`config.mk`:
```
export PLATFORM = sky130hd
export DESIGN_NAME = dedup_set_sorted_readout_core_flat
export DESIGN_NICKNAME = d
export VERILOG_FILES = /design/src/rtl/core/dssr_pkg.sv /design/src/rtl/core/dssr_in_if.sv /design/src/rtl/core/dssr_out_if.sv /design/src/rtl/core/dssr_mem.sv /design/src/rtl/core/dssr_ctrl.sv /design/src/rtl/core/dedup_set_sorted_readout_core.sv /design/src/flat_wrapper.sv
export SDC_FILE = /design/constraint.sdc
export NUM_CORES = 2
export LEC_CHECK = 0
export BUFFER_PORTS_ARGS = -buffer_cell sky130_fd_sc_hd__buf_2
export CAP_MARGIN = 20
export CORE_ASPECT_RATIO = 2
export CORE_MARGIN = 5
export CORE_UTILIZATION = 63
export DETAILED_ROUTE_END_ITERATION = 8
export GPL_ROUTABILITY_DRIVEN = 0
export MAX_ROUTING_LAYER = met4
export PLACE_DENSITY = 0.77
export REMOVE_ABC_BUFFERS = 1
export SYNTH_ARGS = -nofsm -noshare
export SYNTH_HDL_FRONTEND = slang
export SYNTH_HIERARCHICAL = 1
export SYNTH_SLANG_ARGS = --single-unit
```
`constraint.sdc`:
```
create_clock -name clk -period 7 [get_ports clk]
set_input_delay 1.05 -clock clk [delete_from_list [all_inputs] [get_ports clk]]
set_output_delay 1.05 -clock clk [all_outputs]
set_load 0.01 [all_outputs]
```
`src/rtl/core/dssr_pkg.sv`:
```
// Shared types and codes for the deduplicating sorted key set.
// Used by the channel interfaces, the controller, the memory and the top level.
// No dependencies.
package dssr_pkg;

	localparam int KEY_W    = 32;
	localparam int ACTION_W = 2;
	localparam int STATUS_W = 2;
	localparam int COUNT_W  = 7;

	localparam logic [ACTION_W-1:0] ACT_INSERT = 2'd0;
	localparam logic [ACTION_W-1:0] ACT_READ   = 2'd1;
	localparam logic [ACTION_W-1:0] ACT_CLEAR  = 2'd2;

	localparam logic [STATUS_W-1:0] ST_INSERTED  = 2'd0;
	localparam logic [STATUS_W-1:0] ST_DUPLICATE = 2'd1;
	localparam logic [STATUS_W-1:0] ST_FULL      = 2'd2;
	localparam logic [STATUS_W-1:0] ST_DONE      = 2'd3;

	typedef logic signed [KEY_W-1:0] key_t;

	typedef struct packed {
		logic [STATUS_W-1:0] status;
		key_t                value;
		logic [COUNT_W-1:0]  set_count;
		logic                empty_res;
		logic                last;
	} res_t;

endpackage

```
`src/rtl/core/dssr_in_if.sv`:
```
// Request channel of the sorted key set: action code and key.
// Depends on dssr_pkg.
interface dssr_in_if import dssr_pkg::*; ();
	logic                valid;
	logic                ready;
	logic [ACTION_W-1:0] action;
	key_t                key;

	modport source (output valid, output action, output key, input ready);
	modport sink (input valid, input action, input key, output ready);
endinterface

```
`src/rtl/core/dssr_out_if.sv`:
```
// Result channel of the sorted key set: one word per status or stored key.
// Depends on dssr_pkg.
interface dssr_out_if import dssr_pkg::*; ();
	logic                valid;
	logic                ready;
	logic [STATUS_W-1:0] status;
	key_t                value;
	logic [COUNT_W-1:0]  set_count;
	logic                empty_res;
	logic                last;

	modport source (output valid, output status, output value, output set_count,
		output empty_res, output last, input ready);
	modport sink (input valid, input status, input value, input set_count,
		input empty_res, input last, output ready);
endinterface

```
`src/rtl/core/dssr_mem.sv`:
```
// Key store: one write port and one read port with registered read data.
// Depends on dssr_pkg.
module dssr_mem import dssr_pkg::*; #(
	parameter int DEPTH = 64
) (
	input  logic                     clk,
	input  logic                     we,
	input  logic [$clog2(DEPTH)-1:0] waddr,
	input  key_t                     wdata,
	input  logic [$clog2(DEPTH)-1:0] raddr,
	output key_t                     rdata
);

	key_t mem_q [DEPTH];
	key_t rdata_q;

	always_ff @(posedge clk) begin
		if (we) begin
			mem_q[waddr] <= wdata;
		end
		rdata_q <= mem_q[raddr];
	end

	assign rdata = rdata_q;

endmodule

```
`src/rtl/core/dssr_ctrl.sv`:
```
// Sequencer of the sorted key set: duplicate scan, ordered shift insert, readout and clear.
// Keeps the store sorted ascending. Depends on dssr_pkg and dssr_in_if.
module dssr_ctrl import dssr_pkg::*; #(
	parameter int CAPACITY = 64
) (
	input  logic                        clk,
	input  logic                        arst_n,
	dssr_in_if.sink                     in,
	output logic                        mem_we,
	output logic [$clog2(CAPACITY)-1:0] mem_waddr,
	output key_t                        mem_wdata,
	output logic [$clog2(CAPACITY)-1:0] mem_raddr,
	input  key_t                        mem_rdata,
	input  logic                        out_free,
	output logic                        push,
	output res_t                        res
);

	localparam int AW = $clog2(CAPACITY);
	localparam int CW = $clog2(CAPACITY + 1);

	typedef enum logic [2:0] {
		S_IDLE,
		S_SCAN,
		S_SHIFT,
		S_RD_REQ,
		S_RD_DATA,
		S_EMIT
	} state_t;

	state_t          state_q;
	logic [CW-1:0]   occ_q;
	logic [CW-1:0]   idx_q;
	key_t            key_q;
	logic            found_q;
	res_t            res_q;
	logic            rv_s1;
	logic [AW-1:0]   addr_s1;

	logic            issue_scan;
	logic            scan_done;
	logic            hit;
	logic            cmp;
	logic            gt;
	logic            place_key;
	logic            issue_shift;
	logic            rd_last;
	logic [CW-1:0]   occ_inc;

	assign issue_scan  = (state_q == S_SCAN) && (idx_q != occ_q);
	assign scan_done   = (state_q == S_SCAN) && (idx_q == occ_q) && !rv_s1;
	assign hit         = rv_s1 && (mem_rdata == key_q);
	assign cmp         = (state_q == S_SHIFT) && rv_s1;
	assign gt          = mem_rdata > key_q;
	assign place_key   = (cmp && !gt) || ((state_q == S_SHIFT) && !rv_s1 && (idx_q == '0));
	assign issue_shift = (state_q == S_SHIFT) && !place_key && (idx_q != '0);
	assign rd_last     = CW'(idx_q + 1'b1) == occ_q;
	assign occ_inc     = CW'(occ_q + 1'b1);

	always_comb begin
		mem_we    = cmp || place_key;
		mem_waddr = cmp ? AW'(addr_s1 + 1'b1) : '0;
		mem_wdata = place_key ? key_q : mem_rdata;
		if (state_q == S_SHIFT) begin
			mem_raddr = AW'(idx_q - 1'b1);
		end else begin
			mem_raddr = idx_q[AW-1:0];
		end
	end

	assign in.ready = (state_q == S_IDLE);
	assign push     = ((state_q == S_EMIT) || (state_q == S_RD_DATA)) && out_free;

	always_comb begin
		if (state_q == S_RD_DATA) begin
			res.status    = ST_DONE;
			res.value     = mem_rdata;
			res.set_count = COUNT_W'(occ_q);
			res.empty_res = 1'b0;
			res.last      = rd_last;
		end else begin
			res = res_q;
		end
	end

	always_ff @(posedge clk or negedge arst_n) begin
		if (!arst_n) begin
			state_q <= S_IDLE;
			occ_q   <= '0;
			idx_q   <= '0;
			key_q   <= '0;
			found_q <= 1'b0;
			res_q   <= '0;
			rv_s1   <= 1'b0;
			addr_s1 <= '0;
		end else begin
			rv_s1   <= issue_scan || issue_shift;
			addr_s1 <= mem_raddr;
			case (state_q)
				S_IDLE: begin
					if (in.valid) begin
						key_q   <= in.key;
						idx_q   <= '0;
						found_q <= 1'b0;
						case (in.action)
							ACT_INSERT: begin
								state_q <= S_SCAN;
							end
							ACT_READ: begin
								if (occ_q == '0) begin
									res_q   <= '{ST_DONE, '0, '0, 1'b1, 1'b1};
									state_q <= S_EMIT;
								end else begin
									state_q <= S_RD_REQ;
								end
							end
							ACT_CLEAR: begin
								occ_q   <= '0;
								res_q   <= '{ST_DONE, '0, '0, 1'b0, 1'b1};
								state_q <= S_EMIT;
							end
							default: begin
								state_q <= S_IDLE;
							end
						endcase
					end
				end
				S_SCAN: begin
					if (hit) begin
						found_q <= 1'b1;
					end
					if (issue_scan) begin
						idx_q <= CW'(idx_q + 1'b1);
					end
					if (scan_done) begin
						if (found_q) begin
							res_q   <= '{ST_DUPLICATE, '0, COUNT_W'(occ_q), 1'b0, 1'b1};
							state_q <= S_EMIT;
						end else if (occ_q == CW'(CAPACITY)) begin
							res_q   <= '{ST_FULL, '0, COUNT_W'(occ_q), 1'b0, 1'b1};
							state_q <= S_EMIT;
						end else begin
							state_q <= S_SHIFT;
						end
					end
				end
				S_SHIFT: begin
					if (issue_shift) begin
						idx_q <= CW'(idx_q - 1'b1);
					end
					if (place_key) begin
						occ_q   <= occ_inc;
						res_q   <= '{ST_INSERTED, '0, COUNT_W'(occ_inc), 1'b0, 1'b1};
						state_q <= S_EMIT;
					end
				end
				S_RD_REQ: begin
					state_q <= S_RD_DATA;
				end
				S_RD_DATA: begin
					if (out_free) begin
						if (rd_last) begin
							state_q <= S_IDLE;
						end else begin
							idx_q   <= CW'(idx_q + 1'b1);
							state_q <= S_RD_REQ;
						end
					end
				end
				S_EMIT: begin
					if (out_free) begin
						state_q <= S_IDLE;
					end
				end
				default: begin
					state_q <= S_IDLE;
				end
			endcase
		end
	end

endmodule

```
`src/rtl/core/dedup_set_sorted_readout_core.sv`:
```
// Top level of the deduplicating key set with sorted readout.
// Depends on dssr_pkg, dssr_in_if, dssr_out_if, dssr_mem and dssr_ctrl.
//
// The in channel takes one word per action: insert a key, read the set, or clear it.
// Action code 3 is taken and dropped without a result. The out channel returns
// one word per insert or clear, and one word per stored key on a read, in
// ascending signed order with last set on the final one. A read of an empty set
// returns a single word with empty_res set.
// One action is worked on at a time; in.ready is high only while the sequencer
// is idle. An insert of a new key runs a duplicate scan over the held keys, then a
// shift from the top that opens the slot for the new key, one memory read and one
// write per cycle. A duplicate, or a key dropped on a full set, ends after the scan;
// an insert into the empty set writes the key to slot 0 with no shift. A read
// fetches each key on the single read port and sends it before it fetches another;
// a clear or a read of the empty set goes straight to its result word.
// The result word sits in an output register, so a stalled receiver only holds the
// sequencer once the next word is ready to go. Reset empties the set at once; the
// store itself is not cleared.
module dedup_set_sorted_readout_core import dssr_pkg::*; #(
	parameter int CAPACITY = 64
) (
	input  logic       clk,
	input  logic       arst_n,
	dssr_in_if.sink    in,
	dssr_out_if.source out
);

	localparam int AW = $clog2(CAPACITY);

	logic          mem_we;
	logic [AW-1:0] mem_waddr;
	key_t          mem_wdata;
	logic [AW-1:0] mem_raddr;
	key_t          mem_rdata;
	logic          out_free;
	logic          push;
	res_t          res;
	res_t          res_q;
	logic          valid_q;

	dssr_mem #(
		.DEPTH(CAPACITY)
	) u_mem (
		.clk  (clk),
		.we   (mem_we),
		.waddr(mem_waddr),
		.wdata(mem_wdata),
		.raddr(mem_raddr),
		.rdata(mem_rdata)
	);

	dssr_ctrl #(
		.CAPACITY(CAPACITY)
	) u_ctrl (
		.clk      (clk),
		.arst_n   (arst_n),
		.in       (in),
		.mem_we   (mem_we),
		.mem_waddr(mem_waddr),
		.mem_wdata(mem_wdata),
		.mem_raddr(mem_raddr),
		.mem_rdata(mem_rdata),
		.out_free (out_free),
		.push     (push),
		.res      (res)
	);

	assign out_free = !valid_q || out.ready;

	always_ff @(posedge clk or negedge arst_n) begin
		if (!arst_n) begin
			valid_q <= 1'b0;
			res_q   <= '0;
		end else begin
			if (push) begin
				valid_q <= 1'b1;
				res_q   <= res;
			end else if (out.ready) begin
				valid_q <= 1'b0;
			end
		end
	end

	assign out.valid     = valid_q;
	assign out.status    = res_q.status;
	assign out.value     = res_q.value;
	assign out.set_count = res_q.set_count;
	assign out.empty_res = res_q.empty_res;
	assign out.last      = res_q.last;

	a_push_room: assert property (@(posedge clk) disable iff (!arst_n)
		push |-> out_free)
		else $error("result pushed while the output register was full");

	a_idle_no_push: assert property (@(posedge clk) disable iff (!arst_n)
		in.ready |-> !push)
		else $error("result pushed while the sequencer was idle");

	a_count_range: assert property (@(posedge clk) disable iff (!arst_n)
		out.valid |-> (out.set_count <= COUNT_W'(CAPACITY)))
		else $error("set count above capacity");

	a_empty_last: assert property (@(posedge clk) disable iff (!arst_n)
		(out.valid && out.empty_res) |-> out.last)
		else $error("empty readout word without last");

endmodule
```
`src/flat_wrapper.sv`:
```
// flat-port wrapper written by rule: the top's interface ports become plain ports
module dedup_set_sorted_readout_core_flat import dssr_pkg::*;
#(
	parameter int CAPACITY = 64
)
  (clk, arst_n, in_valid, in_action, in_key, in_ready, out_valid, out_status, out_value, out_set_count, out_empty_res, out_last, out_ready);
  dssr_in_if in_i ();
  dssr_out_if out_i ();
  input  logic clk;
  input  logic arst_n;
  input wire logic [$bits(in_i.valid)-1:0] in_valid;
  input wire logic [$bits(in_i.action)-1:0] in_action;
  input wire logic [$bits(in_i.key)-1:0] in_key;
  output wire logic [$bits(in_i.ready)-1:0] in_ready;
  output wire logic [$bits(out_i.valid)-1:0] out_valid;
  output wire logic [$bits(out_i.status)-1:0] out_status;
  output wire logic [$bits(out_i.value)-1:0] out_value;
  output wire logic [$bits(out_i.set_count)-1:0] out_set_count;
  output wire logic [$bits(out_i.empty_res)-1:0] out_empty_res;
  output wire logic [$bits(out_i.last)-1:0] out_last;
  input wire logic [$bits(out_i.ready)-1:0] out_ready;
  assign in_i.valid = in_valid;
  assign in_i.action = in_action;
  assign in_i.key = in_key;
  assign in_ready = in_i.ready;
  assign out_valid = out_i.valid;
  assign out_status = out_i.status;
  assign out_value = out_i.value;
  assign out_set_count = out_i.set_count;
  assign out_empty_res = out_i.empty_res;
  assign out_last = out_i.last;
  assign out_i.ready = out_ready;
  dedup_set_sorted_readout_core #(.CAPACITY(CAPACITY)) u_core (.clk(clk), .arst_n(arst_n), .in(in_i), .out(out_i));
endmodule
```
==> flow_metrics.env <==
export IMPL_synth_flop_cell="edfxtp_1"
export IMPL_final_period_utilization_pct=83.9
export IMPL_fin_crit_ns=5.87
export IMPL_max_freq_mhz=170
export IMPL_hold_class="in -> async"
export IMPL_antenna_found_initial=7
export IMPL_grt_max_degree=106
export IMPL_r2r_end="u_core/u_mem/rdata[8]$_DFF_P_"
export IMPL_layout_drive_gt1_share_pct=28.2
export IMPL_clock_sinks=2192
export IMPL_via_per_inst=7.10
export IMPL_core_um2=135000
export IMPL_worst_path_max_fanout=57
export IMPL_grt_pass1_wl_mm=318
export IMPL_synth_most_common_cell="edfxtp_1"
export IMPL_ant_nets=0
export IMPL_clk_latency_ns=0.81
export IMPL_max_cap_violations=0
export IMPL_tritoncts_num_buffers=179
export IMPL_area_growth_pct=11.0
export IMPL_die_w_um=271
export IMPL_cts_resized=0
export IMPL_wirelength_mm=222
export IMPL_route_vias_total=43300
export IMPL_synthDominantCellAreaShare_pct=71.9
export IMPL_drv_slew=0
export IMPL_dieArea_um2=144000
export IMPL_relSlewSlack_pct=20.4
export IMPL_synth_adder_area_share_pct=0.571
export IMPL_cp_end_kind="register"
export IMPL_finClkSkew_ns=0.0320
export IMPL_synth_seq_area_share_pct=75.9
export IMPL_cp_required_ns=7.59
export IMPL_dr_pass1_iters=6
export IMPL_final_hold_viol_count=0
export IMPL_yosysUniqueCellTypes=72
export IMPL_fin_cells=6105
export IMPL_netlist_instances=4026
export IMPL_cts_tree="yes"
export IMPL_postCtsHoldBufs=0
export IMPL_async_reset_ff_share_pct=5.11
export IMPL_criticalPathCategory="reg -> reg"
export IMPL_start_util_pct=63.2
export IMPL_synth_yosys_warnings=6
export IMPL_portBuffers=82
export IMPL_synth_mux_area_fraction_pct=16.8
export IMPL_crit_arrival_ns=6.47
export IMPL_drt_iter0_drc=5864
export IMPL_io_pins=83
export IMPL_syn_avg_cell_area_um2=21.2
export IMPL_status="complete, no violations"
export IMPL_synth_top_family_by_area="multiplexers"
export IMPL_synth_area_um2=85500
export IMPL_whs_ns=0.318
export IMPL_power_leakage_nw=30.2
export IMPL_cts_max_level=4
export IMPL_cp_start_kind="register"
export IMPL_synth_commonest_cells="edfxtp_1, mux4_2, nor2_1, dfrtp_1, nand2_1"
export IMPL_grt_total_usage_pct=32.0
export IMPL_synth_compound_area_share_pct=2.53
export IMPL_drc=0
export IMPL_power_density_nw_per_um2=468
export IMPL_grt_pass1_vias=44900
export IMPL_nets=4304
export IMPL_synth_xor_area_share_pct=0.215
export IMPL_placed_cells=5760
export IMPL_clk_path_buf_depth=4
export IMPL_r2r_slack_ns=1.13
export IMPL_ff2ff_path_depth=11
export IMPL_utilization_pct=70.2
export IMPL_ir_worst_vdd_mv=0.342
export IMPL_synth_simple_area_share_pct=2.45
export IMPL_wire_per_inst_um=36.4
export IMPL_grt_overflow_total=0
export IMPL_fp_row_count=191
export IMPL_root_buffer="clkbuf_16"
export IMPL_rsz0062_at_grt="no"
export IMPL_worstReg2RegStart="u_core/u_ctrl/state_q[0]$_DFFE_PN0P_"
export IMPL_dp_hpwl_mm=125
export IMPL_yosysTopAreaCell="edfxtp_1"
export IMPL_synth_edf_count=2048
export IMPL_worst_pin_slew_ns=1.19
export IMPL_finalSetupViolCount=0
export IMPL_synth_area_leaders="edfxtp_1, mux4_2, dfrtp_1"
export IMPL_synth_seq_cells=2192
export IMPL_path_clk_slew_ns=0.07
export IMPL_postCtsSetupRepairBufs=0
export IMPL_die_h_um=531
## routing by layer
metal  up-vias  global-route usage (%)  share of wire [%]
met5         -                       -                  0
met4         0                    15.4                6.3
met3       796                    4.87                9.3
met2      3090                    55.5                 53
met1     22400                    36.9                 31
li1      17100                       -                  -
## power breakdown
part | leakage [nW] | total [mW] | internal (mW) | switching, mW
Combinational | 7.28 | 16.7 | 6.66 | 10.1
Clock | 2.81 | 10.1 | 5.53 | 4.53
Sequential | 20.1 | 17.6 | 17.2 | 0.368
## flip-flops by register name, indices dropped and copies added (netlist names), 6 cells and up
signal and cells:
u_core/out.value 32, u_core/out.set_count 7, u_core/u_mem/rdata 32, u_core/u_ctrl/occ_q 7, u_core/u_ctrl/res_q 11, u_core/u_ctrl/key_q 32, u_core/u_ctrl/addr_s1 6, u_core/u_ctrl/idx_q 7
u_core/u_mem/mem_q 2048
## critical path, cell delays in order, from the launching register on
cell,delay [ns]
dfrtp_1,0.57
nand2b_2,0.25
or2_1,0.56
clkinv_1,0.73
ha_1,0.60
inv_8,0.52
buf_4,0.51
mux4_2,0.56
mux2i_1,0.17
nor2_1,0.06
a311oi_1,0.73
nor3_1,0.29
## kinds of logic after synthesis
logic type,Yosys count
DFF,2192
muxes,725
and+or+nand+nor,444
AOI/OAI and AO/OA,339
buffers and inverters,266
adders and majority gates,39
xor gates and xnor gates,21
## worst max-delay path by stage
stage | start | end | slack, ns
2_1_floorplan | u_core/u_ctrl/state_q[0]$_DFFE_PN0P_ | u_core/u_mem/rdata[29]$_DFF_P_ | -15.98
3_3_place_gp | u_core/u_ctrl/state_q[0]$_DFFE_PN0P_ | u_core/u_mem/rdata[8]$_DFF_P_ | 1.28
3_5_place_dp | u_core/u_ctrl/state_q[0]$_DFFE_PN0P_ | u_core/u_mem/rdata[8]$_DFF_P_ | 1.18
4_1_cts | u_core/u_ctrl/state_q[0]$_DFFE_PN0P_ | u_core/u_mem/rdata[8]$_DFF_P_ | 1.16
5_1_grt | u_core/u_ctrl/state_q[0]$_DFFE_PN0P_ | u_core/u_mem/rdata[17]$_DFF_P_ | 0.84
6_report | u_core/u_ctrl/state_q[0]$_DFFE_PN0P_ | u_core/u_mem/rdata[8]$_DFF_P_ | 1.13
## final cells by class
type,instances,area (um2)
inverters,45,176
well taps,1737,2170
diodes,6,15.0
multi-input cells,1568,19800
fillers,7608,40300
clock inverters,109,1090
flip-flops and latches,2192,64900
repair buffers,241,2080
clock buffers,207,4670
## metrics by stage
step | setup slack [ns] | power [mW] | area, um2 | setup TNS (ns)
2_1_floorplan | -15.98 | 27.4 | 84400 | -504.89
3_3_place_gp | 1.28 | 33.6 | 88700 | 0
3_5_place_dp | 1.18 | 34.0 | 88700 | 0
4_1_cts | 1.16 | 44.1 | 94500 | 0
5_1_grt | 0.844 | 45.9 | 95000 | 0
6_report | 1.13 | 44.4 | 95000 | 0
## layout by cell type, fill, tap and decap left out, types with 17 or more instances in the layout
master     instances
a21oi_1           88
and2_1            36
buf_12            38
buf_2             82
buf_4            121
bufinv_16         20
clkbuf_1          22
clkbuf_16        181
clkinv_1          29
clkinv_2          41
dfrtp_1          112
dfxtp_1           32
edfxtp_1        2048
ha_1              39
inv_1             43
mux2_2            38
mux2_4            48
mux2i_1           95
mux4_2           544
nand2_1          108
nor2_1           105
nor2_4            63
nor2b_1           17
o21ai_0           55
o221ai_1          29
o22ai_1           88
No activity file was read; power rests on OpenSTA's default activity.
